===== config.mk =====
export PLATFORM = sky130hd
export DESIGN_NAME = brs_front
export DESIGN_NICKNAME = d
export VERILOG_FILES = /design/src/design/brs_pkg.sv /design/src/design/brs_front.sv
export SDC_FILE = /design/constraint.sdc
export NUM_CORES = 1
export LEC_CHECK = 0
export BUFFER_PORTS_ARGS = -buffer_cell sky130_fd_sc_hd__clkbuf_2
export CORE_MARGIN = 8
export CORE_UTILIZATION = 40
export CTS_BUF_LIST = sky130_fd_sc_hd__clkbuf_16
export CTS_CLUSTER_SIZE = 16
export DETAILED_ROUTE_END_ITERATION = 10
export PLACE_DENSITY = 0.6
export SLEW_MARGIN = 20
export SYNTH_ARGS = -nofsm -noshare
export SYNTH_HDL_FRONTEND = slang
export SYNTH_SLANG_ARGS = --single-unit

===== constraint.sdc =====
create_clock -name clock -period 4.3 [get_ports clock]
set_input_delay 0.43 -clock clock [delete_from_list [all_inputs] [get_ports clock]]
set_output_delay 0.43 -clock clock [all_outputs]
set_load 0.1 [all_outputs]

===== src/design/brs_pkg.sv =====
// ----------------------------------------------------------------------------
// brs_pkg: shared types and constants of the block linear resampler
// Register indexes, item classes, the control word carried from the front
// part to the back part, and fixed field widths.
// ----------------------------------------------------------------------------
package brs_pkg;

   // Fixed register and position widths
   localparam int STEP_W    = 18;
   localparam int LEN_W     = 10;
   localparam int CSR_DATA_W = 18;
   localparam int PHASE_W   = 25;
   localparam int FRAC_BITS = 16;
   localparam int INT_W     = PHASE_W - FRAC_BITS;

   localparam int ROUND_HALF = 1 << (FRAC_BITS - 1);
   localparam int MIN_LEN    = 2;
   localparam int LEN_LIMIT  = (1 << LEN_W) - 1;

   localparam logic [STEP_W-1:0] STEP_RESET = 18'd52016;
   localparam logic [LEN_W-1:0]  LEN_RESET  = 10'd512;

   // Request queue between front and back
   localparam int Q_DEPTH = 4;
   localparam int Q_PTR_W = 2;
   localparam int Q_LVL_W = 3;

   // Configuration register indexes
   typedef enum logic [0:0] {
      CSR_STEP_RATIO   = 1'b0,
      CSR_BLOCK_LENGTH = 1'b1
   } csr_index_type;

   // Class of one request, set by the front part
   typedef enum logic [1:0] {
      OP_ZERO   = 2'd0,
      OP_SINGLE = 2'd1,
      OP_INTERP = 2'd2
   } op_type;

   // Control word that travels with the two stored samples
   typedef struct packed {
      op_type               op;
      logic [FRAC_BITS-1:0] frac;
      logic                 last;
   } ctl_type;

endpackage


===== src/design/brs_front.sv =====
// ----------------------------------------------------------------------------
// brs_front: request intake and classification
// Holds the configuration and the block state, writes each request sample
// into the store, issues the neighbor reads of the previous block and passes
// a classified control word toward the queue.
// ----------------------------------------------------------------------------
module brs_front #(
   parameter int MAX_BLOCK   = 512,
   parameter int SAMPLE_BITS = 16,
   localparam int ADDR_W = $clog2(2 * MAX_BLOCK)
) (
   input  logic                       clock,
   input  logic                       reset,
   input  logic                       csr_valid,
   input  brs_pkg::csr_index_type     csr_index,
   input  logic [brs_pkg::CSR_DATA_W-1:0] csr_data,
   input  logic                       req_valid,
   output logic                       req_stall,
   input  logic [SAMPLE_BITS-1:0]     req_sample_in,
   input  logic [brs_pkg::Q_LVL_W-1:0] q_level,
   output logic                       wr_en,
   output logic [ADDR_W-1:0]          wr_addr,
   output logic [SAMPLE_BITS-1:0]     wr_data,
   output logic [ADDR_W-1:0]          rd_a_addr,
   output logic [ADDR_W-1:0]          rd_b_addr,
   output logic                       push,
   output brs_pkg::ctl_type           push_ctl
);

   import brs_pkg::*;

   localparam int IDX_W   = $clog2(MAX_BLOCK);
   localparam int CMP_W   = (IDX_W + 1 > LEN_W) ? IDX_W + 1 : LEN_W;
   localparam int LEN_MAX = (MAX_BLOCK < LEN_LIMIT) ? MAX_BLOCK : LEN_LIMIT;
   localparam int TH_W    = CMP_W + FRAC_BITS;
   localparam int NEXT_W  = PHASE_W + 1;
   localparam logic [ADDR_W-1:0] LAST_ADDR = ADDR_W'(2 * MAX_BLOCK - 1);
   localparam logic [ADDR_W-1:0] HALF_BASE = ADDR_W'(MAX_BLOCK);

   logic [STEP_W-1:0]  step_ratio_ff;
   logic [LEN_W-1:0]   block_length_ff;
   logic               clearing_ff;
   logic [ADDR_W-1:0]  clr_addr_ff;
   logic [IDX_W-1:0]   wp_ff, wp_in;
   logic [PHASE_W-1:0] phase_ff, phase_in;
   logic               tail_ff, tail_in;
   logic               half_ff, half_in;
   logic               s1_valid_ff;
   ctl_type            s1_ctl_ff, s1_ctl_in;

   logic               accept;
   logic [CMP_W-1:0]   bl_ext, len_cmp, len_m1;
   logic               last;
   logic               single;
   logic [INT_W-1:0]   i1;
   logic [IDX_W-1:0]   ia, ib, wp_idx;
   logic [NEXT_W-1:0]  next_phase;
   logic [TH_W-1:0]    thresh;
   logic               reach;
   logic [Q_LVL_W-1:0] pending;

   // Hold off requests during the clearing pass and when the queue may fill
   assign pending   = q_level + Q_LVL_W'(s1_valid_ff);
   assign req_stall = clearing_ff || (pending >= Q_LVL_W'(Q_DEPTH));
   assign accept    = req_valid && !req_stall;

   // Configuration writes
   always_ff @(posedge clock) begin
      if (reset) begin
         step_ratio_ff   <= STEP_RESET;
         block_length_ff <= LEN_RESET;
      end else if (csr_valid) begin
         unique case (csr_index)
            CSR_STEP_RATIO:   step_ratio_ff   <= csr_data[STEP_W-1:0];
            CSR_BLOCK_LENGTH: block_length_ff <= csr_data[LEN_W-1:0];
            default:          step_ratio_ff   <= step_ratio_ff;
         endcase
      end
   end

   // Clamp the block length into the supported range
   always_comb begin
      bl_ext = CMP_W'(block_length_ff);
      if (bl_ext < CMP_W'(MIN_LEN)) begin
         len_cmp = CMP_W'(MIN_LEN);
      end else if (bl_ext > CMP_W'(LEN_MAX)) begin
         len_cmp = CMP_W'(LEN_MAX);
      end else begin
         len_cmp = bl_ext;
      end
      len_m1 = len_cmp - CMP_W'(1);
   end

   // Classify the request and work out the next block state
   always_comb begin
      i1         = phase_ff[PHASE_W-1:FRAC_BITS];
      ia         = IDX_W'(i1);
      ib         = IDX_W'({1'b0, i1} + (INT_W + 1)'(1));
      wp_idx     = wp_ff;
      last       = (CMP_W'(wp_ff) + CMP_W'(1)) >= len_cmp;
      single     = (CMP_W'(i1) + CMP_W'(1)) >= len_cmp;
      next_phase = NEXT_W'(phase_ff) + NEXT_W'(step_ratio_ff);
      thresh     = {len_m1, {FRAC_BITS{1'b0}}};
      reach      = TH_W'(next_phase) >= thresh;

      s1_ctl_in.frac = phase_ff[FRAC_BITS-1:0];
      s1_ctl_in.last = last;
      priority if (tail_ff) begin
         s1_ctl_in.op = OP_ZERO;
      end else if (single) begin
         s1_ctl_in.op = OP_SINGLE;
      end else begin
         s1_ctl_in.op = OP_INTERP;
      end

      wp_in    = wp_ff;
      phase_in = phase_ff;
      tail_in  = tail_ff;
      half_in  = half_ff;
      if (accept) begin
         if (last) begin
            wp_in    = '0;
            phase_in = '0;
            tail_in  = 1'b0;
            half_in  = ~half_ff;
         end else begin
            wp_in = wp_ff + IDX_W'(1);
            if (!tail_ff) begin
               if (reach) begin
                  tail_in = 1'b1;
               end else begin
                  phase_in = next_phase[PHASE_W-1:0];
               end
            end
         end
      end
   end

   // Block state registers
   always_ff @(posedge clock) begin
      if (reset) begin
         wp_ff    <= '0;
         phase_ff <= '0;
         tail_ff  <= 1'b0;
         half_ff  <= 1'b0;
      end else begin
         wp_ff    <= wp_in;
         phase_ff <= phase_in;
         tail_ff  <= tail_in;
         half_ff  <= half_in;
      end
   end

   // Sweep the store to zero after reset
   always_ff @(posedge clock) begin
      if (reset) begin
         clearing_ff <= 1'b1;
         clr_addr_ff <= '0;
      end else if (clearing_ff) begin
         clr_addr_ff <= clr_addr_ff + ADDR_W'(1);
         if (clr_addr_ff == LAST_ADDR) begin
            clearing_ff <= 1'b0;
         end
      end
   end

   // Store write and neighbor read addresses
   always_comb begin
      wr_en = clearing_ff || accept;
      if (clearing_ff) begin
         wr_addr = clr_addr_ff;
         wr_data = '0;
      end else begin
         wr_addr = half_ff ? HALF_BASE + ADDR_W'(wp_idx) : ADDR_W'(wp_idx);
         wr_data = req_sample_in;
      end
      rd_a_addr = half_ff ? ADDR_W'(ia) : HALF_BASE + ADDR_W'(ia);
      rd_b_addr = half_ff ? ADDR_W'(ib) : HALF_BASE + ADDR_W'(ib);
   end

   // Align the control word with the registered read data
   always_ff @(posedge clock) begin
      if (reset) begin
         s1_valid_ff <= 1'b0;
      end else begin
         s1_valid_ff <= accept;
      end
   end

   always_ff @(posedge clock) begin
      if (accept) begin
         s1_ctl_ff <= s1_ctl_in;
      end
   end

   assign push     = s1_valid_ff;
   assign push_ctl = s1_ctl_ff;

`ifndef SYNTHESIS
   a_push_has_room: assert property (@(posedge clock) disable iff (reset)
      s1_valid_ff |-> (q_level < Q_LVL_W'(Q_DEPTH)))
      else $error("front pushed into a full queue");

   a_block_restart: assert property (@(posedge clock) disable iff (reset)
      (accept && last) |=> (wp_ff == '0 && phase_ff == '0 && !tail_ff))
      else $error("block state not restarted after last request");
`endif

endmodule


# Word-level counts from Yosys, hierarchy flattened
# Cells that the tools add are included.
# classes
add_sub_neg,10
n_lt_le_gt_ge,6
n_eq_ne,3
n_mux,17
bitwise,2
reduce_logical,8
# op_table
cell,count
$mux 25,3
$mux 10,6
$add 10x9->10 const A,3
$add 25x18->26,1
$ge 26x26->1,1
$add 9x1->10 const B,2
$ge 10x10->1,2
$mux 16,1
$add 10x1->10 const B,1
$eq 10x10->1 const B,1
$gt 10x10->1 const B,1
$lt 10x2->1 const B,1
$sub 10x1->10 const B,1
$add 9x1->9 const B,1
$mux 9,1
$reduce_and 2->1,3
$mux 1,5
$add 3x1->3,1
$ge 3x3->1 const B,1
$reduce_and 3->1,1
$logic_or 1x1->1,2
$mux 2,1
$ne 2x1->1 const B,1
$ne 2x2->1 const B,1
other kinds (3),4
# totals
reg_bits,95
inputBits,42
output_inout_bits,68
elab_cells,58

# Depth between registers and ports, before layout
# Gate-level depths: netlist of the first run.
# logic_depth
depth_word,8
ltp_mapped,21
mapped_depth_nobuf,20

# Worst setup path before layout of the first run
# Ideal clock, no wire load.
# synth_path
path_kind,flip-flop to flip-flop
start,reg phase_ff[0]
end,reg phase_ff[22]
setup_time_ns,0.124
t_arrival_ns,4.273
required_ns,4.176
setup_slack_ns,-0.097
stages_incl_launch_ff,22
n_path_buf,1
synth_period_minus_slack_ns,4.397
path_cell_list,dfxtp_1 -> ha_1 -> inv_1 -> fa_1 -> nand2b_1 -> a211oi_4 -> o31a_1 -> o31ai_4 -> nand3b_1 -> and3b_1 -> nand3_1 -> xnor2_1 -> ha_1 -> nand4_1 -> nor4_1 -> nand4_1 -> nor4_1 -> nand4_1 -> or4_1 -> buf_2 -> a31oi_1 -> o22ai_1
# synth_via
elab_chain_cells,4
elab_cells_between_ends,7
cone_classes,add/sub: 1; order compare: 1; eq/ne: 1; mux: 3; reduce/logical: 1
# synth_rtl
element,line,source
start: declaration,brs_front.sv:45,"logic [PHASE_W-1:0] phase_ff, phase_in;"
start signal: assignment,brs_front.sv:148,phase_ff <= phase_in;
$add 25x18->26 *,brs_front.sv:102,next_phase = NEXT_W'(phase_ff) + NEXT_W'(step_ratio_ff);
$ge 26x26->1 / $mux 25 (equally long branches),"brs_front.sv:104, brs_front.sv:129",
$ne 2x2->1 (no source line) / $mux 25 (equally long branches),n/a,
$reduce_and 3->1 (no source line) / $mux 25 (equally long branches),n/a,
# Every way passes the cells marked *; elsewhere a longest branch is shown, timed or not. The select of a mux whose other input is x is not followed.
# A chain may end at the register's enable or synchronous reset.

# Worst setup path after layout of the first run
# layout_path
start,reg step_ratio_ff[0]
end,reg phase_ff[4]
# layout_via
elab_chain_cells,4
elab_cells_between_ends,7
cone_classes,add/sub: 1; order compare: 1; eq/ne: 1; mux: 3; reduce/logical: 1
# layout_rtl
element,line,source
start: declaration,brs_front.sv:40,logic [STEP_W-1:0] step_ratio_ff;
start signal: assignment,brs_front.sv:74,CSR_STEP_RATIO: step_ratio_ff <= csr_data[STEP_W-1:0];
start signal: assignment,brs_front.sv:76,default: step_ratio_ff <= step_ratio_ff;
$add 25x18->26 *,brs_front.sv:102,
$ge 26x26->1 / $mux 25 (equally long branches),"brs_front.sv:104, brs_front.sv:129",
$ne 2x2->1 (no source line) / $mux 25 (equally long branches),n/a,
$reduce_and 3->1 (no source line) / $mux 25 (equally long branches),n/a,
# Marked as above.

==> summary by stage, run 1 <==
Drt
The routed via count divided by cell count is 5.498. The detailed router finished its first iteration with approximately 470 violations. For this run, design rule violations remaining after detail routing come to 0. The average routed wire per standard cell is about 18 um.

The overall via count from detail_route is around 6,000. The total wire length is about 19 mm. The first-pass iteration count of the detailed router is 5.

The number of nets still failing antenna checks after routing is 0.

STA
In the finished design, the share of the clock period the worst path needs comes to 106.4%. Timing would allow up to between 200 and 250 MHz. Measured against its own limit, the worst slew margin works out to between 30% and 40%. Setup violations remaining at the end of the flow were counted as 25.

In the post-route analysis, the smallest setup slack over all paths is -0.2764 ns. The transition time at the pin with the least slew margin is around 0.93 ns. Across the routed clock network, the largest skew measured is ~0.011 ns. The time the worst path needs with I/O delays and setup is approximately 4.6 ns. The count of final max-slew check failures is 0.

Setup repair after global routing could not meet its margin everywhere. The number of hold violations in the final report is 0.

Clock tree
Clock-pin slew was measured on the worst setup and hold paths at 0.07 ns. The clock tree root driver cell is sky130_fd_sc_hd__clkbuf_16. The CTS tree is built.

CTS saw 95 sinks. The worst-skew pair later-pin latency is 0.36 ns. The total CTS buffers is 9. In this run, post-CTS hold repair placed 0 buffers.

The H-tree was split into 3 levels. The maximum buffer depth of the clock tree is 2.

Global route
The number of global-route vias before repair is approximately 6,000. The overall routing resource usage is around a fifth. The first global-routing pass estimated 30.66 mm of wire. After global routing the overflow that remains totals 0.

The number of antenna violations at the first check in global routing is 0. The maximum number of pins on one net before global-route repair is 42.

Critical path
The destination of the worst register-to-register timing path is phase_ff[4]$_SDFFE_PP0P_. The data required time at the worst endpoint is 4.53 ns. The kind of end point of the critical path is a flop.

For this design, the slowest cell found on the critical path is sky130_fd_sc_hd__or4_4. STA classifies the critical path startpoint as a flop. The largest single stage delay on the critical path is ~0.53 ns.

The worst flop-to-flop path startpoint is step_ratio_ff[0]$_SDFFE_PP0P_. The endpoint arrival time on the critical path is between 4 and 5 ns. The biggest fanout along the worst timing path is 7. The worst register-to-register path has a setup slack of -0.28 ns.

The worst reg2reg path depth is 20. The cell seen most often among critical-path stages is sky130_fd_sc_hd__nand4_1. By startpoint and endpoint, the worst setup path is classified as flop to flop. Traced cell by cell, the critical path runs through ha_4 -> buf_4 -> a211oi_4 -> o21a_1 -> a211oi_4 -> o41a_1 -> o41a_1 -> nand2_2 -> nor2_2 -> xor2_1 -> ha_1 -> nand4_1 -> nor4_2 -> nand4_1 -> nor4_2 -> nand4_1 -> or4_4 -> buf_12 -> nand2_8 -> o21ai_0.

Die
The die width is around 140 um. The placement row count is between 40 and 50. The die covers just under 0.02 mm^2. The placeable core area is about 0.015 mm^2.

The die height is around 140 um. The initial cell density of the core is about 40%. The I/O pin count is between 100 and 150.

Power and ir drop
Summed over all nets, the switching power comes to between 500 and 600 uW. Across the VDD grid, the largest voltage drop is between 0.15 and 0.2 mV. Summed over all cells, the static leakage comes to about 3.7 nW. In this run switching power makes up 27.00% of total power. Of the total power, combinational logic draws between 10% and 20%. The internal power of the cells totals around 1.5 mW. In this run the power density over the cells is ~250 mW/mm^2. The proportion of power drawn by the clock network is a little over two fifths. The sequential power share is between 40 and 50%.

Logic synthesis
The mapped netlist covers 0.006123 mm^2. In this run, synthesis inferred 19 flip-flops with an integrated enable. Of all flip-flops after synthesis, the portion carrying an async set or reset was 0%. Each instance of the synthesized netlist takes up on average 8.528 um^2. Counting flops and latches in the post-synthesis netlist gives between 90 and 100. The top flip-flop cell by instance count after synthesis is sky130_fd_sc_hd__dfxtp_1. The netlist uses 71 different library cells.

The synthesis warning total is 0. Summing the sequential cell areas from Yosys gives 34.16% of the chip area. When the netlist entered floorplanning its net count stood at approximately 800.

The instance count of the mapped netlist is between 700 and 800.

Placed design
The placed wire-length estimate after detailed placement is about 14 mm. In this run, placement finished with an instance count of approximately 1,100. Port buffering added ~110 buffers. The congestion estimate from routability-driven global placement came to between 0.8 and 0.9.

The pre-CTS setup slack is -0.5821 ns. The cell area after placement is roughly 0.0074 mm^2.

Min path
The path class of the tightest hold or removal check is primary input to flop. The worst min-delay path startpoint is csr_data[11]. The worst hold path terminates at step_ratio_ff[11]$_SDFFE_PP1P_.

Counting instances, the worst hold path has a depth of 3.

Final layout
The number of standard cells in the final layout excluding fillers is about 1,100. In the final design database the tool counted about 1,000 nets. Compared with the post-synthesis result, the final layout area differs by 32.57%. With fillers left out, the area of the finished cells amounts to ~0.008 mm^2. The diode insertion count for antenna repair is 0. The ratio of cells with drive above 1 in the final layout is 32.56%.

Run status
The final reports fail on negative setup slack. The flow ran to the end, but the final reports show violations.

Job
The tool flagged a number of max-cap violations equal to 0.
## through the flow
step | util, % | TNS (ns) | power, mW | hold WS [ns]
CTS | 52.08 | -2.426 | 2.044 | 0.2711
global route | 53.80 | -7.715 | 2.104 | 0.2852
floorplan | - | 0 | 1.096 | 0.4320
detailed placement | 48.72 | -9.764 | 1.181 | 0.4597
global placement | 48.72 | -5.745 | 1.175 | 0.4477
finish | 53.80 | -3.482 | 2.035 | 0.2852
## power by group through the flow
stage	clock, mW	sequential (mW)	combinational, mW
6_report	0.856	0.935	0.244
5_1_grt	0.900	0.937	0.267
4_1_cts	0.875	0.935	0.235
3_5_place_dp	0	0.955	0.226
3_3_place_gp	0	0.954	0.221
2_1_floorplan	0	0.949	0.147
## layer usage
metal | GRT usage [%] | wire length (um) | vias up
met3 | 4.070 | 871 | 25
met4 | 5.371 | 318 | 0
met1 | 24.64 | 9100 | 2886
li1 | - | - | 2954
met5 | 0 | 0 | -
met2 | 31.87 | 8899 | 150
## layout by cell type (no fill, tap or decap), drive strengths merged, types with 4 or more instances in the layout
master,n
clkbuf,118
nand2,114
buf,102
dfxtp,76
ha,52
nor2,51
a21oi,45
o21ai,32
xnor2,23
nor2b,22
xor2,21
edfxtp,19
nand3,19
inv,19
nand3b,16
nor3,15
nand4,13
and3,13
o21a,10
a21o,9
mux2,9
a211o,9
nand2b,9
a32o,8
o211ai,7
a211oi,7
nor4,7
or3,5
and2,5
o31a,4
## cell usage after synthesis, drive strengths merged (8+ instances only)
master    n  area share, %
nand2   114            7.0
a32o      8            1.3
nor2     51            3.2
dfxtp    76             25
nor3     15            1.2
xor2     21            3.0
ha       52             11
inv      14           0.86
and3     13            1.3
a211o     9            1.3
a21oi    45            3.7
nand3    19            1.6
nand4    13            1.3
nor2b    22            2.2
nand3b   16            2.0
a21o      9            1.1
mux2      9            1.7
o21a     10            1.2
nand2b    9           0.92
xnor2    23            3.3
clkbuf   21            1.3
edfxtp   19            9.3
buf      18            1.9
o21ai    32            2.7
## final cells by class
type                    instances  area (um^2)
clock buffers                   9        225.2
clock inverters                 7        85.08
fillers                      1376         6972
inverters                      14        52.55
multi-input cells             570         4060
flip-flops and latches         95         2098
well taps                     188        235.2
repair buffers                211         1361
## flip-flops by register name, summed over array words and instances (netlist names)
register,count
bl_ext,10
clearing_ff,1
clr_addr_ff,10
half_ff,1
phase_ff,25
push,1
push_ctl,19
step_ratio_ff,18
tail_ff,1
wp_ff,9
## worst max-delay path by stage
stage	slack, ns	from	endpoint	cells after the start
detailed placement	-0.58	step_ratio_ff[1]$_SDFFE_PP0P_	phase_ff[4]$_SDFFE_PP0P_	18
CTS	-0.23	step_ratio_ff[1]$_SDFFE_PP0P_	phase_ff[22]$_SDFFE_PP0P_	18
floorplan	0.009	step_ratio_ff[1]$_SDFFE_PP0P_	phase_ff[19]$_SDFFE_PP0P_	18
global route	-0.44	step_ratio_ff[2]$_SDFFE_PP0P_	phase_ff[21]$_SDFFE_PP0P_	18
global placement	-0.31	step_ratio_ff[1]$_SDFFE_PP0P_	phase_ff[5]$_SDFFE_PP0P_	18
finish	-0.28	step_ratio_ff[0]$_SDFFE_PP0P_	phase_ff[4]$_SDFFE_PP0P_	20
## critical path: cells and delay by family, from the launching register on
kind | cells | cell delay, ns
compound gates | 6 | 1.40
xor+xnor | 1 | 0.15
fa+ha+maj | 2 | 0.48
buf+inv | 2 | 0.30
flops | 1 | 0.34
simple gates | 9 | 1.79
## timing repair
item | CTS | global route
endpoints found under the hold margin | 0 | 0
setup buffers | 8 | 13
cloned | 1 | 0
setup endpoints to repair | 26 | 26
resized for setup | 28 | 44
pin swaps | 3 | 14
## cells by family after synthesis
kind of cell             synth area share, %
adder cells (fa/ha/maj)                10.95
multiplexers                           2.146
AO/OA/AOI/OAI                          18.19
buffers and inverters                  4.066
XOR/XNOR                               6.293
flip-flops                             34.16
AND/OR/NAND/NOR                        24.13
other                                0.06124
No activity file was read; power rests on OpenSTA's default activity.
==> run 2, diff against run 1 <==
--- a/config.mk
+++ b/config.mk
@@ -6,7 +6,7 @@
 export NUM_CORES = 1
 export LEC_CHECK = 0
 export BUFFER_PORTS_ARGS = -buffer_cell sky130_fd_sc_hd__clkbuf_2
-export CORE_MARGIN = 8
+export CORE_MARGIN = 3
 export CORE_UTILIZATION = 40
 export CTS_BUF_LIST = sky130_fd_sc_hd__clkbuf_16
 export CTS_CLUSTER_SIZE = 16
@@ -16,3 +16,4 @@
 export SYNTH_ARGS = -nofsm -noshare
 export SYNTH_HDL_FRONTEND = slang
 export SYNTH_SLANG_ARGS = --single-unit
+export TNS_END_PERCENT = 20
==> summary by stage, run 2 (synthesis results as in run 1) <==
Min path
The worst min-delay path startpoint is csr_data[11]. The worst hold-check path type is primary input to flop.

STA
The worst path in the final design needs a cycle of 4.556 ns, including I/O delays and setup. The worst hold margin is around 0.3 ns. The number of setup violations in the final report is 26.

The fmax is ~220 MHz. The transition time at the pin with the least slew margin is roughly 0.8 ns. The number of hold violations in the final report is 0. The headroom to the max-slew limit is 45.58%. Setup repair after global routing could not meet its margin everywhere. Of the available clock period, the critical path in the final layout requires 106.0%. The worst-case clock skew is about 0.0097 ns. The count of final max-slew check failures is 0. The setup slack after layout is -0.2559 ns.

Placed design
During placement, the flow inserted port buffers numbering roughly 110. The last weighted congestion value of the routability-driven placer is approximately 0.88. The placed wire-length estimate after detailed placement is about 14 mm.

Final layout
The final layout contains a little under 1,000 nets. The diode insertion count for antenna repair is 0. The sequential cells in the finished layout cover a total of around 0.0021 mm^2. Leaving out fill and tap cells, the most frequent cell in the layout is sky130_fd_sc_hd__nand2_1. The ratio of cells with drive above 1 in the final layout is between 20% and 30%. Compared with the post-synthesis result, the final layout area differs by 28.65%. The number of inserted filler cells in the final layout is 1,389. The flip-flop count of the largest register, all copies and words added is 25. Leaving out fill and tap cells, the most frequent cells in the layout are sky130_fd_sc_hd__nand2_1, sky130_fd_sc_hd__clkbuf_2, sky130_fd_sc_hd__buf_4, sky130_fd_sc_hd__dfxtp_1, sky130_fd_sc_hd__ha_1. The register with the most flip-flops in the final layout is phase_ff. The multi-input combinational cell area is about 0.0040 mm^2.

Critical path
In this run the worst setup path begins at step_ratio_ff[3]$_SDFFE_PP0P_. The kind of end point of the critical path is a flop. The element type at the critical path start is a flop. At the worst endpoint, the required time is approximately 4.6 ns. The endpoint arrival time on the critical path is just under 5 ns. The biggest fanout along the worst timing path is 5.

The startpoint-to-endpoint class of the critical path is flop to flop. The worst flop-to-flop path startpoint is step_ratio_ff[3]$_SDFFE_PP0P_.

Drt
In this run the remaining antenna-violating nets after routing total 0. After the first detailed-routing iteration, the DRC count stood at approximately 400. The first-pass iteration count of the detailed router is 5.

The average routed wire per standard cell is between 15 and 20 um. The overall via count from detail_route is slightly below 6,000. The remaining design rule violation count is 0.

Dividing the detail-routed via count by the number of cells gives 5.452. The total wire length is around 18 mm.

Clock tree
The CTS tree is built. The number of hold buffers added after cts is 0. The number of clock sinks is 95. The total number of H-tree levels is 3. The cell sitting at the root of the clock tree is a sky130_fd_sc_hd__clkbuf_16.

For the worst-skew pair, the clock arrives at the later sink with an insertion delay of about 0.36 ns. Counting the buffers created by CTS gives 9. No sink is reached through more buffers than the 2 on the longest clock path. After clock tree synthesis, the clock-pin slew on the worst setup and hold paths is approximately 0.07 ns.

Global route
The number of antenna violations at the first check in global routing is 0. The first global-routing pass estimated ~29 mm of wire. The number of global-route vias before repair is about 5,700. The overall routing resource usage is 21.59%. The total overflow reported by the global router is 0. The maximum number of pins on one net before global-route repair is between 40 and 50.

Run status
The flow ran to the end, but the final reports show violations. The checks that failed: negative setup slack.

Die
The floorplan has 44 rows. The area of the die is about 0.017 mm^2. The I/O pin count is between 100 and 150. The floorplan step set the die height to approximately 130 um.

The initial cell density of the core is 41.50%. The core region is 0.01475 mm^2. In this run the horizontal extent of the chip is 129.7 um.

Power and ir drop
The peak supply drop is between 0.2 and 0.25 mV. The standby leakage power is approximately 3.5 nW. Power spread over the standard cell area amounts to 250.2 mW/mm^2. Overall power consumption after layout is estimated at between 1.5 and 2 mW.

Job
The tool flagged a number of max-cap violations equal to 0.
-- run 2: cell types whose count changed in the layout (fill, tap and decap cells not counted), moves of 2 or more --
| cell | previous run | this run |
|---|---|---|
| sky130_fd_sc_hd__inv_8 | 2 | 0 |
| sky130_fd_sc_hd__ha_2 | 2 | 0 |
| sky130_fd_sc_hd__nand2_2 | 6 | 1 |
| sky130_fd_sc_hd__buf_8 | 2 | 0 |
| sky130_fd_sc_hd__buf_6 | 6 | 4 |
| sky130_fd_sc_hd__nand2_1 | 107 | 112 |
| sky130_fd_sc_hd__o21ai_1 | 5 | 2 |
| sky130_fd_sc_hd__o21ai_0 | 22 | 27 |
| sky130_fd_sc_hd__buf_4 | 93 | 86 |
| sky130_fd_sc_hd__nor2_2 | 2 | 4 |
| sky130_fd_sc_hd__nor2_4 | 2 | 0 |
-- run 2: path summary, 6_finish.rpt --
kind,end,slack [ns],cells after the start
max reg2reg,phase_ff[21]$_SDFFE_PP0P_,-0.26,19
max,phase_ff[21]$_SDFFE_PP0P_,-0.26,19
min reg2reg,bl_ext[0]$_SDFFE_PP0P_,0.46,2
min,step_ratio_ff[11]$_SDFFE_PP1P_,0.30,3
-- run 2: stage by stage --
| stage | std cells | worst slack [ns] | cell area [um^2] | TNS (ns) | utilization [%] |
|---|---|---|---|---|---|
| after global routing | 1078 | -0.5151 | 7878 | -10.58 | 53.39 |
| after detailed placement | 1049 | -0.5213 | 7293 | -10.73 | 49.43 |
| after CTS | 1071 | -0.2422 | 7794 | -2.121 | 52.82 |
| final | 1078 | -0.2559 | 7878 | -3.390 | 53.39 |
| after floorplan | 718 | -0.03639 | 6136 | -0.06786 | - |
| after global placement | 1049 | -0.3205 | 7293 | -5.109 | 49.43 |
-- run 2: routing by layer --
layer  part of all wire, %  up-vias  GRT usage (%)
met3                   5.5       21          3.971
met2                    44      191          34.49
li1                      -     2924              -
met5                     0        -              0
met4                   1.7        0          6.968
met1                    49     2741          29.67
-- run 2: area by class of cell --
cell class	instances	share of cell area [%]
repair buffers	199	15.69
flip-flops and latches	95	26.64
clock inverters	6	0.5241
clock buffers	10	3.177
multi-input cells	570	50.38
well taps	184	2.922
inverters	14	0.6671
-- run 2: repair_timing --
| item | CTS | global route |
|---|---|---|
| cloned | 0 | 0 |
| resized for setup | 33 | 6 |
| pin swaps | 11 | 5 |
| setup buffers | 6 | 7 |
| endpoints found under the setup margin | 26 | 26 |
-- run 2: worst max-delay path, stage by stage (launching register included) --
cell,delay (ns)
sky130_fd_sc_hd__dfxtp_1,0.33
sky130_fd_sc_hd__ha_1,0.35
sky130_fd_sc_hd__o211ai_1,0.18
sky130_fd_sc_hd__o21a_1,0.23
sky130_fd_sc_hd__a211oi_4,0.09
sky130_fd_sc_hd__o41a_1,0.42
sky130_fd_sc_hd__o41a_1,0.38
sky130_fd_sc_hd__nand2_2,0.12
sky130_fd_sc_hd__nor2_2,0.05
sky130_fd_sc_hd__xor2_1,0.14
sky130_fd_sc_hd__ha_1,0.32
sky130_fd_sc_hd__buf_4,0.13
sky130_fd_sc_hd__a21o_1,0.16
sky130_fd_sc_hd__a21o_1,0.20
sky130_fd_sc_hd__a2111oi_4,0.33
sky130_fd_sc_hd__o31a_1,0.26
sky130_fd_sc_hd__buf_4,0.13
sky130_fd_sc_hd__nand2_1,0.14
sky130_fd_sc_hd__or3_1,0.36
sky130_fd_sc_hd__mux2i_1,0.15
-- run 2: power by group --
part	leakage (nW)	internal (mW)	switching [mW]
clock	0.146	0.430	0.376
sequential	0.808	0.921	0.0138
combinational	2.59	0.0934	0.138
total	3.55	1.44	0.527
==> run 3, diff against run 2 <==
==> constraint.sdc (replaced) <==
create_clock -name clock -period 4.1 [get_ports clock]
set_input_delay 0.41 -clock clock [delete_from_list [all_inputs] [get_ports clock]]
set_output_delay 0.41 -clock clock [all_outputs]
set_load 0.1 [all_outputs]
==> summary by stage, run 3 (synthesis results as in run 1) <==
Run status
The run finished, with violations left. The final reports fail on negative setup slack.

Drt
The overall via count from detail_route is around 6,000. The routed via count divided by cell count is between 5 and 6. The count of nets left with antenna violations once routing finished came out at 0.

In the final routed layout, each cell accounts on average for around 16 um. After detailed routing, the number of remaining DRC violations is 0. After detailed routing, the total wire length is 17.84 mm. The detailed router's first-iteration violation count is 490. The first-pass iteration count of the detailed router is 7.

Placed design
Detailed placement finished with a half-perimeter wire length of approximately 14 mm. Routability-driven placement finished with a final weighted congestion of 0.9215. Port buffering added about 110 buffers. The pre-CTS setup slack is -0.6783 ns. In this run the cell area measured after placement is ~0.0076 mm^2.

Critical path
The critical path is of the flop to flop type. The worst setup path is captured at a flop. The worst reg-to-reg setup slack is -0.44 ns. The worst register-to-register path ends at phase_ff[21]$_SDFFE_PP0P_.

STA puts the critical path data required time at around 4.3 ns. For the worst setup path, the data arrival time is 4.77 ns. Of all nets on the critical path, the largest fanout is 7.

The worst register-to-register path begins at step_ratio_ff[0]$_SDFFE_PP0P_. The number of cells on the worst reg-to-reg path is 20. The element type at the critical path start is a flop.

Die
The die width is between 100 and 150 um. The die height is ~130 um. The initial cell density of the core is between 40% and 50%. The placeable core area is 0.01475 mm^2. The initialized floorplan defines 44 standard-cell rows. The area of the die is approximately 0.017 mm^2.

The I/O pin count is 110.

Final layout
The number of inserted filler cells in the final layout is ~1,400. From synthesis to final layout, the design area changed by 31.41%. The number of nets in the finished design is between 1,000 and 1,500. With fillers left out, the area of the finished cells amounts to slightly above 0.008 mm^2. The number of antenna diodes in the final layout is 0. The leading cell type in the layout, fill and taps excluded is sky130_fd_sc_hd__nand2_1. The flip-flop count of the largest register, all copies and words added is 25. Of the cells placed in the final design, the portion with a size suffix greater than 1 is between 30 and 40%. The top cell types in the final layout, fill and taps aside, are sky130_fd_sc_hd__nand2_1, sky130_fd_sc_hd__clkbuf_2, sky130_fd_sc_hd__buf_4, sky130_fd_sc_hd__dfxtp_1, sky130_fd_sc_hd__ha_1.

phase_ff holds more flip-flops than any other register.

Min path
In this run the most critical hold path is launched from csr_data[15]. The terminating pin of the worst hold path is step_ratio_ff[15]$_SDFFE_PP1P_. In this run the worst hold path is classified as primary input to flop. Along the worst hold path, the cell count comes to 3.

Global route
The maximum number of pins on one net before global-route repair is 49. The number of global-route vias before repair is 5,888. The number of antenna violations at the first check in global routing is 0. The first global-routing pass estimated approximately 30 mm of wire. After global routing the overflow that remains totals 0.

The overall routing resource usage is about 22%.

STA
The fmax is ~220 MHz. Setup repair after global routing could not meet its margin everywhere. For the final database, setup skew stands at between 0.009 and 0.01 ns.

The number of hold violations in the final report is 0. The period utilization is 110.8%. For the finished layout, the period the worst path requires is 4.543 ns.

Across all hold checks on the routed design, the worst slack comes to 0.2706 ns. Headroom to the max-slew limit came out at 37.67%. The setup slack after layout is -0.4427 ns. The count of final max-slew check failures came to 0. Setup violations remaining at the end of the flow were counted as 26. For the pin with the worst max-slew slack, the measured transition is 0.9350 ns.

Clock tree
The number of hold buffers added after cts is 0. Counting every sink on the clock net gives 95. The maximum buffer depth of the clock tree is 2. The total CTS buffers is 9.

The clock reaches the later pin of the worst-skew pair after 0.36 ns. TritonCTS built the clock tree. The H-tree was split into 3 levels. The clock tree root driver cell is sky130_fd_sc_hd__clkbuf_16. After clock tree synthesis, the clock-pin slew on the worst setup and hold paths is 0.07 ns.

Power and ir drop
The total power divided by cell area is around 260 mW/mm^2. The standby leakage power is 3.669 nW. The peak supply drop is between 0.15 and 0.2 mV.

Job
The number of maximum-capacitance constraint violations is 0.
[run 3: cell types whose count changed in the layout (fill, tap and decap cells not counted), sizes merged]
cell / change
clkinv: -3
clkinvlp: +1
buf: +23
inv: +2
[run 3: power by group]
part | switching, mW | leakage (nW) | internal [mW]
combinational | 0.149 | 2.72 | 0.107
sequential | 0.0127 | 0.808 | 0.965
clock | 0.398 | 0.145 | 0.458
[run 3: cell type report]
class | count | area, um^2 | share of cell area [%]
Multi-Input combinational cell | 570 | 3954 | 49.14
Tap cell | 184 | 230.2 | 2.861
Inverter | 14 | 52.55 | 0.6531
Clock inverter | 6 | 48.80 | 0.6064
Clock buffer | 10 | 250.2 | 3.110
Sequential cell | 95 | 2102 | 26.12
Timing Repair Buffer | 222 | 1409 | 17.51
[run 3: worst max-delay path by stage]
stage	slack [ns]	start	to	depth (start not counted)
floorplan	-0.10	step_ratio_ff[0]$_SDFFE_PP0P_	phase_ff[22]$_SDFFE_PP0P_	21
global placement	-0.46	phase_ff[1]$_SDFFE_PP0P_	phase_ff[3]$_SDFFE_PP0P_	18
detailed placement	-0.68	phase_ff[1]$_SDFFE_PP0P_	phase_ff[4]$_SDFFE_PP0P_	18
CTS	-0.45	step_ratio_ff[1]$_SDFFE_PP0P_	phase_ff[22]$_SDFFE_PP0P_	20
global route	-0.71	step_ratio_ff[0]$_SDFFE_PP0P_	phase_ff[21]$_SDFFE_PP0P_	20
finish	-0.44	step_ratio_ff[0]$_SDFFE_PP0P_	phase_ff[21]$_SDFFE_PP0P_	20
[run 3: through the flow]
step           total power [mW]  setup TNS, ns  instances  util [%]
6_report                  2.089         -7.976       1101     54.54
5_1_grt                   2.171         -13.94       1101     54.54
4_1_cts                   2.113         -7.011       1098     54.22
3_5_place_dp              1.250         -12.12       1076     51.38
3_3_place_gp              1.245         -8.469       1076     51.38
2_1_floorplan             1.152        -0.4364        718         -
[run 3: worst max-delay path, stage by stage (launching register included)]
cell	delay [ns]
sky130_fd_sc_hd__dfxtp_2	0.36
sky130_fd_sc_hd__ha_4	0.15
sky130_fd_sc_hd__inv_2	0.04
sky130_fd_sc_hd__fa_2	0.33
sky130_fd_sc_hd__nand2b_4	0.16
sky130_fd_sc_hd__a211oi_4	0.25
sky130_fd_sc_hd__o31a_1	0.26
sky130_fd_sc_hd__o31ai_4	0.10
sky130_fd_sc_hd__nand3b_1	0.13
sky130_fd_sc_hd__and3b_2	0.21
sky130_fd_sc_hd__nand3_2	0.10
sky130_fd_sc_hd__xnor2_2	0.17
sky130_fd_sc_hd__ha_1	0.29
sky130_fd_sc_hd__nand4_1	0.15
sky130_fd_sc_hd__nor4_2	0.38
sky130_fd_sc_hd__nand4_1	0.16
sky130_fd_sc_hd__nor4_2	0.19
sky130_fd_sc_hd__nand4_1	0.14
sky130_fd_sc_hd__or4_4	0.53
sky130_fd_sc_hd__a31oi_1	0.22
sky130_fd_sc_hd__mux2i_1	0.09
[run 3: timing repair]
action | 4_1_cts | 5_1_grt
setup endpoints to repair | 26 | 26
gates resized for setup | 23 | 7
pin swaps | 8 | 7
setup buffers | 6 | 3
hold endpoints to repair | 0 | 0
[run 3: routing by layer]
layer	up-vias	wire (um)	track usage, %	part of all wire, %
met1	2820	8566	30.02	48
met4	0	286	6.663	1.6
met3	23	929	4.134	5.2
li1	2971	-	-	-
met5	-	0	0	0
met2	178	8053	35.18	45
